===== config.mk =====
export PLATFORM = sky130hd
export DESIGN_NAME = byte_pattern_scanner
export DESIGN_NICKNAME = d
export VERILOG_FILES = /design/src/bps_pkg.sv /design/src/bps_cell.sv /design/src/byte_pattern_scanner.sv
export SDC_FILE = /design/constraint.sdc
export NUM_CORES = 1
export LEC_CHECK = 0
export BUFFER_PORTS_ARGS = -buffer_cell sky130_fd_sc_hd__buf_2
export CORE_ASPECT_RATIO = 0.8
export CORE_MARGIN = 4
export CORE_UTILIZATION = 30
export DETAILED_ROUTE_END_ITERATION = 8
export PLACE_DENSITY = 0.45
export SYNTH_ARGS = -nofsm -noshare
export SYNTH_HDL_FRONTEND = slang
export SYNTH_SLANG_ARGS = --single-unit
export TNS_END_PERCENT = 50

===== constraint.sdc =====
create_clock -name clk -period 8.2 [get_ports clk]
set_clock_uncertainty 0.15 [all_clocks]
set_input_delay 0 -clock clk [delete_from_list [all_inputs] [get_ports clk]]
set_output_delay 0 -clock clk [all_outputs]
set_load 0.01 [all_outputs]

===== src/bps_pkg.sv =====
// Shared constants and types for the byte pattern scanner.
`default_nettype none
package bps_pkg;

  localparam int KeyMax      = 16;
  localparam int AddrBits    = 48;
  localparam int LenBits     = 5;
  localparam int OutAddrBits = 48;
  localparam int CountBits   = 32;
  localparam int CfgBits     = 64;
  localparam int KeyIdxBits  = (KeyMax > 1) ? $clog2(KeyMax) : 1;

  typedef logic [7:0] byte_t;

  typedef enum logic [1:0] {
    CfgKeyLength  = 2'd0,
    CfgKeyLow     = 2'd1,
    CfgKeyHigh    = 2'd2,
    CfgRegionBase = 2'd3
  } cfg_index_t;

  typedef struct packed {
    logic  shift;
    logic  in_use;
    byte_t key_byte;
  } cell_ctl_t;

endpackage
`default_nettype wire


===== src/bps_cell.sv =====
// One window cell: holds one byte, passes it on and compares its incoming byte to the key.
`default_nettype none
module bps_cell (
  input  wire logic              clk,
  input  wire bps_pkg::cell_ctl_t ctl,
  input  wire bps_pkg::byte_t    byte_in,
  output bps_pkg::byte_t         byte_out,
  output logic                   equal
);
  import bps_pkg::*;

  byte_t held;

  always_ff @(posedge clk) begin
    if (ctl.shift) begin
      held <= byte_in;
    end
  end

  assign byte_out = held;
  assign equal    = !ctl.in_use || (byte_in == ctl.key_byte);

endmodule
`default_nettype wire


===== src/byte_pattern_scanner.sv =====
// Top level of the byte pattern scanner: window cells, match logic and output register.
//
// The input channel (in_valid, in_ready, data_byte, last_byte) takes one byte of the
// region per beat, in address order; last_byte marks the final byte. The output channel
// (out_valid, out_ready) carries one beat for every byte that completes a key match or
// closes the region, with the match address, the running match count and region_done.
// Configuration is written through cfg_write, cfg_index and cfg_data while the block is
// idle; the user must keep to this, as the block itself does not enforce it.
// Throughput is one byte per cycle while the output is not stalled: each accepted byte
// shifts the row of window cells, and all cells compare in parallel in that same cycle.
// A result appears in the output register in the cycle after its byte is accepted.
// While the receiver stalls, the result waits in the output register and in_ready is
// low; a new byte is taken in the cycle that the waiting result is taken.
// Reset clears the fill count, offset, match count and output valid; the key length
// returns to one and the key bytes and region base to zero. No clearing pass is needed.
`default_nettype none
module byte_pattern_scanner (
  input  wire logic                               clk,
  input  wire logic                               rst,
  input  wire logic                               in_valid,
  output logic                                    in_ready,
  input  wire logic [7:0]                         data_byte,
  input  wire logic                               last_byte,
  output logic                                    out_valid,
  input  wire logic                               out_ready,
  output logic                                    match_found,
  output logic [bps_pkg::OutAddrBits-1:0]         match_address,
  output logic [bps_pkg::CountBits-1:0]           match_count,
  output logic                                    region_done,
  input  wire logic                               cfg_write,
  input  wire bps_pkg::cfg_index_t                cfg_index,
  input  wire logic [bps_pkg::CfgBits-1:0]        cfg_data
);
  import bps_pkg::*;

  logic [LenBits-1:0]     key_length;
  logic [63:0]            key_low_bytes;
  logic [63:0]            key_high_bytes;
  logic [OutAddrBits-1:0] region_base;

  logic [LenBits-1:0]     fill_count;
  logic [AddrBits-1:0]    byte_offset;
  logic [CountBits-1:0]   matches_seen;

  logic [LenBits-1:0]     used_len;
  logic [LenBits-1:0]     fill_next;
  logic [CountBits-1:0]   count_next;
  logic [AddrBits-1:0]    start_offset;
  logic [AddrBits-1:0]    addr_sum;
  logic [63:0]            addr_ext;
  logic                   accept;
  logic                   hit;
  logic                   produce;

  byte_t                  key_bytes [KeyMax];
  byte_t                  chain     [KeyMax+1];
  cell_ctl_t              cell_ctl  [KeyMax];
  logic [KeyMax-1:0]      cell_equal;

  always_ff @(posedge clk) begin
    if (rst) begin
      key_length     <= LenBits'(1);
      key_low_bytes  <= '0;
      key_high_bytes <= '0;
      region_base    <= '0;
    end else if (cfg_write) begin
      unique case (cfg_index)
        CfgKeyLength:  key_length     <= cfg_data[LenBits-1:0];
        CfgKeyLow:     key_low_bytes  <= cfg_data[63:0];
        CfgKeyHigh:    key_high_bytes <= cfg_data[63:0];
        CfgRegionBase: region_base    <= cfg_data[OutAddrBits-1:0];
      endcase
    end
  end

  always_comb begin
    if (key_length == '0) begin
      used_len = LenBits'(1);
    end else if (key_length > LenBits'(KeyMax)) begin
      used_len = LenBits'(KeyMax);
    end else begin
      used_len = key_length;
    end
  end

  always_comb begin
    for (int i = 0; i < KeyMax; i++) begin
      if (i < 8) begin
        key_bytes[i] = key_low_bytes[8*i +: 8];
      end else begin
        key_bytes[i] = key_high_bytes[8*(i-8) +: 8];
      end
    end
  end

  assign in_ready = !out_valid || out_ready;
  assign accept   = in_valid && in_ready;
  assign chain[0] = data_byte;

  // Cell j holds window position j after the shift and meets key byte len-1-j.
  always_comb begin
    logic [LenBits-1:0] idx;
    for (int j = 0; j < KeyMax; j++) begin
      idx                  = used_len - LenBits'(1) - LenBits'(j);
      cell_ctl[j].shift    = accept;
      cell_ctl[j].in_use   = LenBits'(j) < used_len;
      cell_ctl[j].key_byte = key_bytes[idx[KeyIdxBits-1:0]];
    end
  end

  for (genvar j = 0; j < KeyMax; j++) begin : g_cell
    bps_cell u_cell (
      .clk      (clk),
      .ctl      (cell_ctl[j]),
      .byte_in  (chain[j]),
      .byte_out (chain[j+1]),
      .equal    (cell_equal[j])
    );
  end

  assign fill_next    = (fill_count < LenBits'(KeyMax)) ? fill_count + LenBits'(1) : fill_count;
  assign hit          = (fill_next >= used_len) && (&cell_equal);
  assign produce      = hit || last_byte;
  assign count_next   = (hit && (matches_seen != '1)) ? matches_seen + CountBits'(1)
                                                      : matches_seen;
  assign start_offset = byte_offset - AddrBits'(used_len - LenBits'(1));
  assign addr_sum     = AddrBits'(region_base) + start_offset;
  assign addr_ext     = 64'(addr_sum);

  always_ff @(posedge clk) begin
    if (rst) begin
      fill_count   <= '0;
      byte_offset  <= '0;
      matches_seen <= '0;
    end else if (accept) begin
      if (last_byte) begin
        fill_count   <= '0;
        byte_offset  <= '0;
        matches_seen <= '0;
      end else begin
        fill_count   <= hit ? '0 : fill_next;
        byte_offset  <= byte_offset + AddrBits'(1);
        matches_seen <= count_next;
      end
    end
  end

  always_ff @(posedge clk) begin
    if (rst) begin
      out_valid <= 1'b0;
    end else if (in_ready) begin
      out_valid <= accept && produce;
    end
  end

  always_ff @(posedge clk) begin
    if (accept && produce) begin
      match_found   <= hit;
      match_address <= hit ? addr_ext[OutAddrBits-1:0] : '0;
      match_count   <= count_next;
      region_done   <= last_byte;
    end
  end

  a_result_has_cause: assert property (@(posedge clk) disable iff (rst)
    out_valid |-> (match_found || region_done))
    else $error("result beat with neither a match nor end of region");

  a_match_counted: assert property (@(posedge clk) disable iff (rst)
    (out_valid && match_found) |-> (match_count != '0))
    else $error("match reported with zero count");

  a_region_cleared: assert property (@(posedge clk) disable iff (rst)
    (accept && last_byte) |=> (fill_count == '0 && byte_offset == '0 && matches_seen == '0))
    else $error("region state not cleared after last byte");

  a_fill_bounded: assert property (@(posedge clk) disable iff (rst)
    fill_count <= LenBits'(KeyMax))
    else $error("fill count beyond window depth");

endmodule
`default_nettype wire

==> impl_summary.log, run 1 <==
[metrics] total power: 0.00584 W
[metrics] first-pass GRT wire length: 159 mm
[metrics] Row Count: 103
[metrics] clock insertion delay at the later pin of the skew report: 620 ps
[metrics] setup repair after global routing missed its margin: no
[metrics] clock root buffer: clkbuf_16
[metrics] ratio of cells with drive above 1 in the final layout: 0.135
[metrics] Fill cells: 10300
[metrics] IO Port Bufs: 163
[metrics] buffer levels on the longest clock path: 3
[metrics] post-synthesis cell area: 0.0303 sq mm
[metrics] number of max-slew violations in the final report: 0
[metrics] total wire length: 107 mm
[metrics] Sw Ratio: 0.287
[metrics] number of enable-type register cells in the synthesized netlist: 202
[metrics] placer's final routability congestion estimate: 0.972
[metrics] mean area per synthesized cell: 9.46 sq um
[metrics] crit path DAT: 7530 ps
[metrics] count of instances resized after the clock tree is built: 0
[metrics] ys async rst share: 0
[metrics] CTS tree: built
[metrics] die extent in y: 292 um
[metrics] area of the multi-input gates: 0.0176 sq mm
[metrics] register area: 0.0114 sq mm
[metrics] residual overflow from global routing: 0
[metrics] dominant combinational cell family by area after synthesis: multiplexers
[metrics] leading cell type in the layout, fill and taps excluded: nand2_1
[metrics] Synth Warn #: 0
[metrics] core region area: 0.0995 sq mm
[metrics] max-cap violations: 0
[metrics] Synth Area in Simple Gates: 0.156
[metrics] Final WS setup: 866 ps
[metrics] count of cell types in the netlist: 86
[metrics] Initial Utilization: 0.305
[metrics] period utilization: 0.894
[metrics] DRT Pass-1 Iters: 6
[metrics] power share of the clock group: 0.395
[metrics] worst endpoint required time: 8400 ps
[metrics] post-route minimum period: 7330 ps
[metrics] number of buffers added to fix hold violations after cts: 83
[metrics] share of the yosys chip area belonging to registers: 0.377
[metrics] starting DRC count in detailed routing: 2608
[metrics] pwr dens: 166 mW/mm^2
[metrics] final routed DRC violation total: 0
[metrics] compound-gate portion of the synthesized area: 0.110
[metrics] leading cell types in the layout, fill and taps excluded: nand2_1 (535), dfxtp_1 (267), mux2i_1 (266), a21oi_1 (259), inv_1 (204)
[metrics] worst-path fanout max: 20
[metrics] max-slew headroom at the worst pin: 0.219
[metrics] highest achievable clock rate: 0.136 GHz
[metrics] number of failing hold endpoints at the final stage: 0
[metrics] Peak VDD IR: 0.131 mV
[metrics] drt wl/cell: 22.5 um
[metrics] vias after detailed routing: 24900
[metrics] worst hold-check path type: in -> reg
[metrics] fraction of the mapped netlist area in adder cells: 0.0546
[metrics] Crit Reg-Reg Startpoint: key_length[4]
[metrics] mux cell area share after synthesis: 0.175
[metrics] flip-flop and latch count after synthesis: 469
[metrics] combinational cell fraction of total power: 0.156
[metrics] number of antenna violations at the first check in global routing: 4
[metrics] run status: finished clean
[metrics] gate count of the mapped netlist: 3203
[metrics] final antenna-violating net count: 0
[metrics] Seq pwr share: 0.450
[metrics] primary flip-flop cell chosen by synthesis mapping: dfxtp_1
[metrics] CTS buffer count: 52
[metrics] ports placed on the boundary: 164
[metrics] number of nets in the finished design: 3606
[metrics] pre-CTS WS: 990 ps
[metrics] depth of the CTS H-tree: 2
[metrics] clock input transition at the sequential cells of the worst setup and hold paths: 60 ps
[metrics] Post-Route Setup TNS: 0 ps
[metrics] CP dominant cell by count: or4_4
[metrics] buffer count from post-CTS setup fixing: 0
[metrics] maximum cell stage delay along the critical path: 910 ps
[metrics] leakage power: 13.4 nW
[metrics] clock sink total: 469
[metrics] Critical Path End Type: flop
[metrics] overall die area: 0.106 sq mm
[metrics] CP Cell Sequence: or4_4, nand2_8, inv_1, ha_2, and3_1, o21ai_0, nand2_1, buf_4, mux2i_1, xnor2_1, nand4_1, nor4_1, a31oi_1, or4_4, or4_4, or3_1, xnor2_1
[metrics] Tot GR Track Use: 0.198
[metrics] Worst Setup Path Type: reg -> reg
[metrics] critical path's slowest cell: o21ai_0
[metrics] Final Hold Slack: 32.7 ps
[metrics] maximum number of pins on one net before global-route repair: 189
[metrics] internal power of the cells: 0.00416 W
[metrics] Setup Viol. Count Final: 0
[metrics] DR vias/cell: 5.22
[metrics] relative area change from synthesis to final layout: 16.3%
[metrics] nature of the critical path startpoint: flop
[metrics] worst setup path start: key_length[4]
[metrics] Slew @ Worst Pin: 1160 ps
[metrics] net switching power of the design: 0.00168 W
[metrics] Hold Crit Start: data_byte[6]
[metrics] die width: 363 um
[metrics] vias in the first global route: 23900
[metrics] dpl hpwl: 82.5 mm
[metrics] post-synthesis share of cell area spent on xor and xnor gates: 0.0757
==> per-layer routing <==
| layer | vias up | share of wire | GRT usage |
|---|---|---|---|
| met5 | - | 0 | 0 |
| met4 | 0 | 0.019 | 0.0390 |
| met3 | 112 | 0.091 | 0.0578 |
| met2 | 811 | 0.43 | 0.296 |
| met1 | 12200 | 0.46 | 0.286 |
| li1 | 11800 | - | - |
==> registers in the layout, summed over array words and instances, names as in the netlist <==
register,cells
match_address,48
key_length,5
g_cell.u_cell.byte_out,120
match_count,32
match_found,1
key_low_bytes,64
key_high_bytes,64
fill_count,5
out_valid,1
region_base,48
matches_seen,32
byte_offset,48
region_done,1
==> cells by family after synthesis <==
kind of cell / count (synthesis)
XOR/XNOR: 258
buffers and inverters: 397
multiplexers: 390
AND/OR/NAND/NOR: 1044
other: 1
flip-flops: 469
AO/OA/AOI/OAI: 538
adder cells (fa/ha/maj): 106
==> cell type report <==
class                      instances  area share
timing repair buffer             309      0.0617
tap                             1312      0.0466
clock buffer                      75      0.0430
antenna                            1   0.0000710
multi-input combinational       2378       0.498
clock inverter                    20     0.00376
sequential                       469       0.324
inverter                         211      0.0228
==> worst paths after layout <==
check / end / depth (start not counted) / slack [ps]
worst max-delay path: match_count[31] / 17 / 870
worst max register to register: match_count[31] / 17 / 870
worst min-delay path: g_cell[0].u_cell.byte_out[6] / 2 / 30
worst min register to register: region_base[21] / 2 / 300
==> worst max-delay path, delay by kind of cell (launching register included) <==
family	cells	cell delay [ps]
AND/OR/NAND/NOR	9	4050
buffers and inverters	2	420
flip-flops	1	400
multiplexers	1	190
AO/OA/AOI/OAI	2	1120
XOR/XNOR	2	280
adder cells (fa/ha/maj)	1	430
==> through the flow <==
| stage | instances | cell area (sq um) | utilization |
|---|---|---|---|
| 2_1_floorplan | 3244 | 30500 | - |
| 6_report | 4775 | 35200 | 0.354 |
| 5_1_grt | 4774 | 35200 | 0.354 |
| 3_5_place_dp | 4596 | 32800 | 0.329 |
| 3_3_place_gp | 4596 | 32800 | 0.329 |
| 4_1_cts | 4774 | 35200 | 0.354 |
==> cell usage after synthesis (14+ instances only) <==
cell / count / share of area
nand2_1: 536 / 0.066
dfxtp_1: 267 / 0.18
mux2i_1: 267 / 0.088
a21oi_1: 259 / 0.043
inv_1: 205 / 0.025
edfxtp_1: 202 / 0.20
xnor2_1: 178 / 0.051
nor2_1: 173 / 0.021
clkbuf_1: 130 / 0.016
mux4_2: 111 / 0.082
xor2_1: 77 / 0.022
nand3_1: 75 / 0.012
ha_1: 61 / 0.025
o21ai_0: 54 / 0.0089
nor3_1: 49 / 0.0081
fa_1: 44 / 0.029
and3_1: 43 / 0.0089
nand4_1: 38 / 0.0078
a21o_1: 34 / 0.0084
buf_1: 33 / 0.0041
a31oi_1: 29 / 0.0060
a211oi_1: 22 / 0.0054
nor4_1: 21 / 0.0043
or3_1: 21 / 0.0043
nor2b_1: 17 / 0.0035
nand2b_1: 16 / 0.0033
a22oi_1: 14 / 0.0035
buf_2: 14 / 0.0023
==> power groups by stage <==
stage,combinational [W],sequential (W),clock [W]
6_report,0.000910,0.00263,0.00231
5_1_grt,0.000986,0.00264,0.00247
4_1_cts,0.000905,0.00263,0.00237
3_5_place_dp,0.000870,0.00268,0
3_3_place_gp,0.000873,0.00268,0
2_1_floorplan,0.000585,0.00263,0
Power figures use the tool's default switching activity.
==> inputs of run 2 (changes only) <==
--- a/config.mk
+++ b/config.mk
@@ -5,12 +5,15 @@
 export SDC_FILE = /design/constraint.sdc
 export NUM_CORES = 1
 export LEC_CHECK = 0
+export ABC_AREA = 1
 export BUFFER_PORTS_ARGS = -buffer_cell sky130_fd_sc_hd__buf_2
+export CELL_PAD_IN_SITES_DETAIL_PLACEMENT = 2
+export CELL_PAD_IN_SITES_GLOBAL_PLACEMENT = 2
 export CORE_ASPECT_RATIO = 0.8
 export CORE_MARGIN = 4
 export CORE_UTILIZATION = 30
 export DETAILED_ROUTE_END_ITERATION = 8
-export PLACE_DENSITY = 0.45
+export PLACE_DENSITY = 0.71
 export SYNTH_ARGS = -nofsm -noshare
 export SYNTH_HDL_FRONTEND = slang
 export SYNTH_SLANG_ARGS = --single-unit
==> run 2 against run 1 <==
Effect of this change:
- area after synthesis grew 3.4%
- die area grew 3.3%
- highest routed layer is now met5
- clock power grew 25%
- wire length grew 48%
- register-to-register slack gained 460 ps
- combinational power grew to 2.5 times the previous value
- critical path depth grew 6
- critical path type unchanged
- sequential share of layout area shrank 1.1 points
- fmax grew 6.7%
- utilization is essentially flat
- sequential power is essentially flat
==> impl_summary.log, run 2 <==
[metrics] Critical Path End Type: flop (unchanged)
[metrics] Peak VDD IR: 0.173 mV (was 0.131 mV)
[metrics] leading cell type in the layout, fill and taps excluded: nand2_1 (unchanged)
[metrics] GRT met3 Usage: 0.0439 (was 0.0578)
[metrics] compound-gate portion of the synthesized area: 0.114 (was 0.110)
[metrics] number of nets in the finished design: 4922 (was 3606)
[metrics] met1 capacity usage during global routing: 0.398 (was 0.286)
[metrics] overall die area: 0.110 sq mm (was 0.106 sq mm)
[metrics] flip-flop count of the largest register, all copies and words added: 120 (unchanged)
[metrics] starting DRC count in detailed routing: 2704 (was 2608)
[metrics] residual overflow from global routing: 0 (unchanged)
[metrics] Row Count: 105 (was 103)
[metrics] library cell with the highest instance count after synthesis: nand2_1 (unchanged)
[metrics] Seq pwr share: 0.335 (was 0.450)
[metrics] Fill cells: 12300 (was 10300)
[metrics] Setup Viol. Count Final: 0 (unchanged)
[metrics] Tot GR Track Use: 0.281 (was 0.198)
[metrics] crit path DAT: 7310 ps (was 7530 ps)
[metrics] ys async rst share: 0 (unchanged)
[metrics] ratio of cells with drive above 1 in the final layout: 0.0788 (was 0.135)
[metrics] Final Hold Slack: 29.9 ps (was 32.7 ps)
[metrics] vias after detailed routing: 33900 (was 24900)
[metrics] post-synthesis cell area: 0.0313 sq mm (was 0.0303 sq mm)
[metrics] final antenna-violating net count: 0 (unchanged)
[metrics] run status: finished clean (unchanged)
[metrics] Post-Place Cells: 5975 (was 4596)
[metrics] sum of buffers and inverters on the critical path: 5 (was 2)
[metrics] nature of the critical path startpoint: flop (unchanged)
[metrics] area fraction of the dominant cell type after synthesis: 0.194 (was 0.200)
[metrics] leakage power: 16.0 nW (was 13.4 nW)
[metrics] fraction of the mapped netlist area in adder cells: 0.0525 (was 0.0546)
[metrics] DR vias/cell: 5.49 (was 5.22)
[metrics] met2 usage: 0.438 (was 0.296)
[metrics] buffer count from post-CTS setup fixing: 0 (unchanged)
[metrics] most instantiated cells after synthesis: nand2_1 (1185), nand3_1 (877), inv_1 (523) (was nand2_1 (536), dfxtp_1 (267), mux2i_1 (267))
[metrics] number of failing hold endpoints at the final stage: 0 (unchanged)
[metrics] CP Cell Sequence: inv_2, nand3_2, nand2_1, ha_2, clkinv_1, buf_4, nand2_1, nand2_1, nand2_1, nand3_1, and3_1, o21ai_0, nor2_1, nand2_1, nand2_1, nand2_1, nor2_4, nand2_4, buf_4, clkinv_2, nor2_1, nand2_1, a21oi_1 (was or4_4, nand2_8, inv_1, ha_2, and3_1, o21ai_0, nand2_1, buf_4, mux2i_1, xnor2_1, nand4_1, nor4_1, a31oi_1, or4_4, or4_4, or3_1, xnor2_1)
[metrics] Synth Area in Simple Gates: 0.351 (was 0.156)
[metrics] clock input transition at the sequential cells of the worst setup and hold paths: 60 ps (about the same)
[metrics] final routed DRC violation total: 0 (unchanged)
[metrics] critical path's slowest cell: o21ai_0 (unchanged)
[metrics] die extent in y: 297 um (was 292 um)
[metrics] cell type with the highest aggregate area in the netlist: edfxtp_1 (unchanged)
[metrics] clock root buffer: clkbuf_16 (unchanged)
[metrics] buffer levels on the longest clock path: 3 (unchanged)
[metrics] clock insertion delay at the later pin of the skew report: 670 ps (was 620 ps)
[metrics] period utilization: 0.838 (was 0.894)
[metrics] gate count of the mapped netlist: 4548 (was 3203)
[metrics] dpl hpwl: 123 mm (was 82.5 mm)
[metrics] max-slew headroom at the worst pin: 0.0860 (was 0.219)
[metrics] depth of the CTS H-tree: 2 (unchanged)
[metrics] Worst Setup Path Type: reg -> reg (unchanged)
[metrics] drt wl/cell: 25.8 um (was 22.5 um)
[metrics] internal power of the cells: 0.00487 W (was 0.00416 W)
[metrics] core region area: 0.103 sq mm (was 0.0995 sq mm)
[metrics] Synth Warn #: 0 (unchanged)
[metrics] relative area change from synthesis to final layout: 16.5% (was 16.3%)
[metrics] Initial Utilization: 0.304 (was 0.305)
[metrics] worst-path fanout max: 40 (was 20)
[metrics] critical path's top delay family: simple AND/OR/NAND/NOR gates (unchanged)
[metrics] net switching power of the design: 0.00296 W (was 0.00168 W)
[metrics] Slew @ Worst Pin: 1360 ps (was 1160 ps)
[metrics] max-cap violations: 0 (unchanged)
[metrics] power share of the clock group: 0.369 (was 0.395)
[metrics] setup repair after global routing missed its margin: no (unchanged)
[metrics] clock sink total: 469 (unchanged)
[metrics] highest achievable clock rate: 0.145 GHz (was 0.136 GHz)
[metrics] post-route minimum period: 6880 ps (was 7330 ps)
[metrics] share of the yosys chip area belonging to registers: 0.364 (was 0.377)
[metrics] area of the multi-input gates: 0.0171 sq mm (was 0.0176 sq mm)
[metrics] number of max-slew violations in the final report: 0 (unchanged)
[metrics] leading cell types in the layout, fill and taps excluded: nand2_1 (1183), nand3_1 (875), inv_1 (520), a21oi_1 (360), dfxtp_1 (267) (was nand2_1 (535), dfxtp_1 (267), mux2i_1 (266), a21oi_1 (259), inv_1 (204))
[metrics] first-pass GRT wire length: 232 mm (was 159 mm)
[metrics] register area: 0.0114 sq mm (unchanged)
[metrics] primary flip-flop cell chosen by synthesis mapping: dfxtp_1 (unchanged)
[metrics] mean area per synthesized cell: 6.89 sq um (was 9.46 sq um)
[metrics] number of antenna violations at the first check in global routing: 20 (was 4)
[metrics] post-synthesis share of cell area spent on xor and xnor gates: 0.0210 (was 0.0757)
[metrics] CTS buffer count: 57 (was 52)
[metrics] die width: 369 um (was 363 um)
[metrics] IO Port Bufs: 163 (unchanged)
[metrics] total wire length: 159 mm (was 107 mm)
[metrics] flip-flop and latch count after synthesis: 469 (unchanged)
[metrics] dominant combinational cell family by area after synthesis: simple AND/OR/NAND/NOR gates (was multiplexers)
[metrics] DRT Pass-1 Iters: 5 (was 6)
[metrics] worst hold-check path type: in -> reg (unchanged)
[metrics] count of cell types in the netlist: 58 (was 86)
[metrics] combinational cell fraction of total power: 0.296 (was 0.156)
[metrics] CTS tree: built (unchanged)
[metrics] Post-Route Setup TNS: 0 ps (unchanged)
[metrics] Sw Ratio: 0.378 (was 0.287)
[metrics] Area contributors post-synth: edfxtp_1 (19%), dfxtp_1 (17%), nand2_1 (14%) (was edfxtp_1 (20%), dfxtp_1 (18%), mux2i_1 (8.8%))
[metrics] ports placed on the boundary: 164 (unchanged)
[metrics] maximum number of pins on one net before global-route repair: 97 (was 189)
[metrics] worst endpoint required time: 8630 ps (was 8400 ps)
[metrics] busiest metal layer after global routing: met2 (unchanged)
[metrics] pwr dens: 214 mW/mm^2 (was 166 mW/mm^2)
[metrics] CP dominant cell by count: nand2_1 (was or4_4)
[metrics] mux cell area share after synthesis: 0 (was 0.175)
[metrics] count of placed standard cells in the final layout, fillers left out: 6177 (was 4775)
[metrics] vias in the first global route: 34500 (was 23900)
[metrics] placer's final routability congestion estimate: 0.971 (was 0.972)
[metrics] maximum cell stage delay along the critical path: 1030 ps (was 910 ps)
[metrics] final core utilization: 0.354 (about the same)
[metrics] number of enable-type register cells in the synthesized netlist: 202 (unchanged)
-- run 2: power groups by stage --
| stage | Clock [W] | Sequential [W] | Combinational [W] |
|---|---|---|---|
| floorplan | 0 | 0.00265 | 0.00139 |
| global placement | 0 | 0.00267 | 0.00216 |
| detailed placement | 0 | 0.00267 | 0.00222 |
| CTS | 0.00294 | 0.00263 | 0.00227 |
| global route | 0.00304 | 0.00264 | 0.00251 |
| finish | 0.00289 | 0.00263 | 0.00232 |
-- run 2: through the flow --
stage / total power, W / area, sq um / worst slack, ps
floorplan: 0.00404 / 31500 / 1720
global placement: 0.00483 / 33500 / 1800
detailed placement: 0.00489 / 33500 / 1620
CTS: 0.00784 / 36500 / 1560
global route: 0.00818 / 36500 / 795
finish: 0.00783 / 36500 / 1320
-- run 2: area by class of cell --
type,instances,area share
sequential,469,0.312
clock inverter,27,0.00963
inverter,541,0.0558
clock buffer,80,0.0479
timing repair buffer,296,0.0571
antenna,1,0.0000685
tap,1391,0.0476
multi-input combinational,3372,0.469
-- run 2: kinds of logic after synthesis --
kind of cell / count (synthesis)
AND/OR/NAND/NOR: 2473
buffers and inverters: 748
AO/OA/AOI/OAI: 685
flip-flops: 469
adder cells (fa/ha/maj): 105
XOR/XNOR: 67
other: 1
-- run 2: what timing repair did --
action                                 CTS  global route
hold buffers                            94             0
endpoints found under the hold margin  245             0
resized for setup                        0             0
setup endpoints to repair                0             0
-- run 2: final timing paths --
| path | cells after the start | start | slack (ps) | to |
|---|---|---|---|---|
| hold / removal | 2 | data_byte[2] | 30 | g_cell[0].u_cell.byte_out[2] |
| hold reg to reg | 2 | byte_offset[32] | 310 | byte_offset[32] |
| setup reg to reg | 23 | key_length[4] | 1320 | fill_count[2] |
| setup / recovery | 23 | key_length[4] | 1320 | fill_count[2] |
-- run 2: metal layers --
metal / wire, um / part of all wire
met2: 70200 / 0.44
met1: 74200 / 0.47
met3: 9500 / 0.060
met5: 25 / 0.00016
met4: 5470 / 0.034
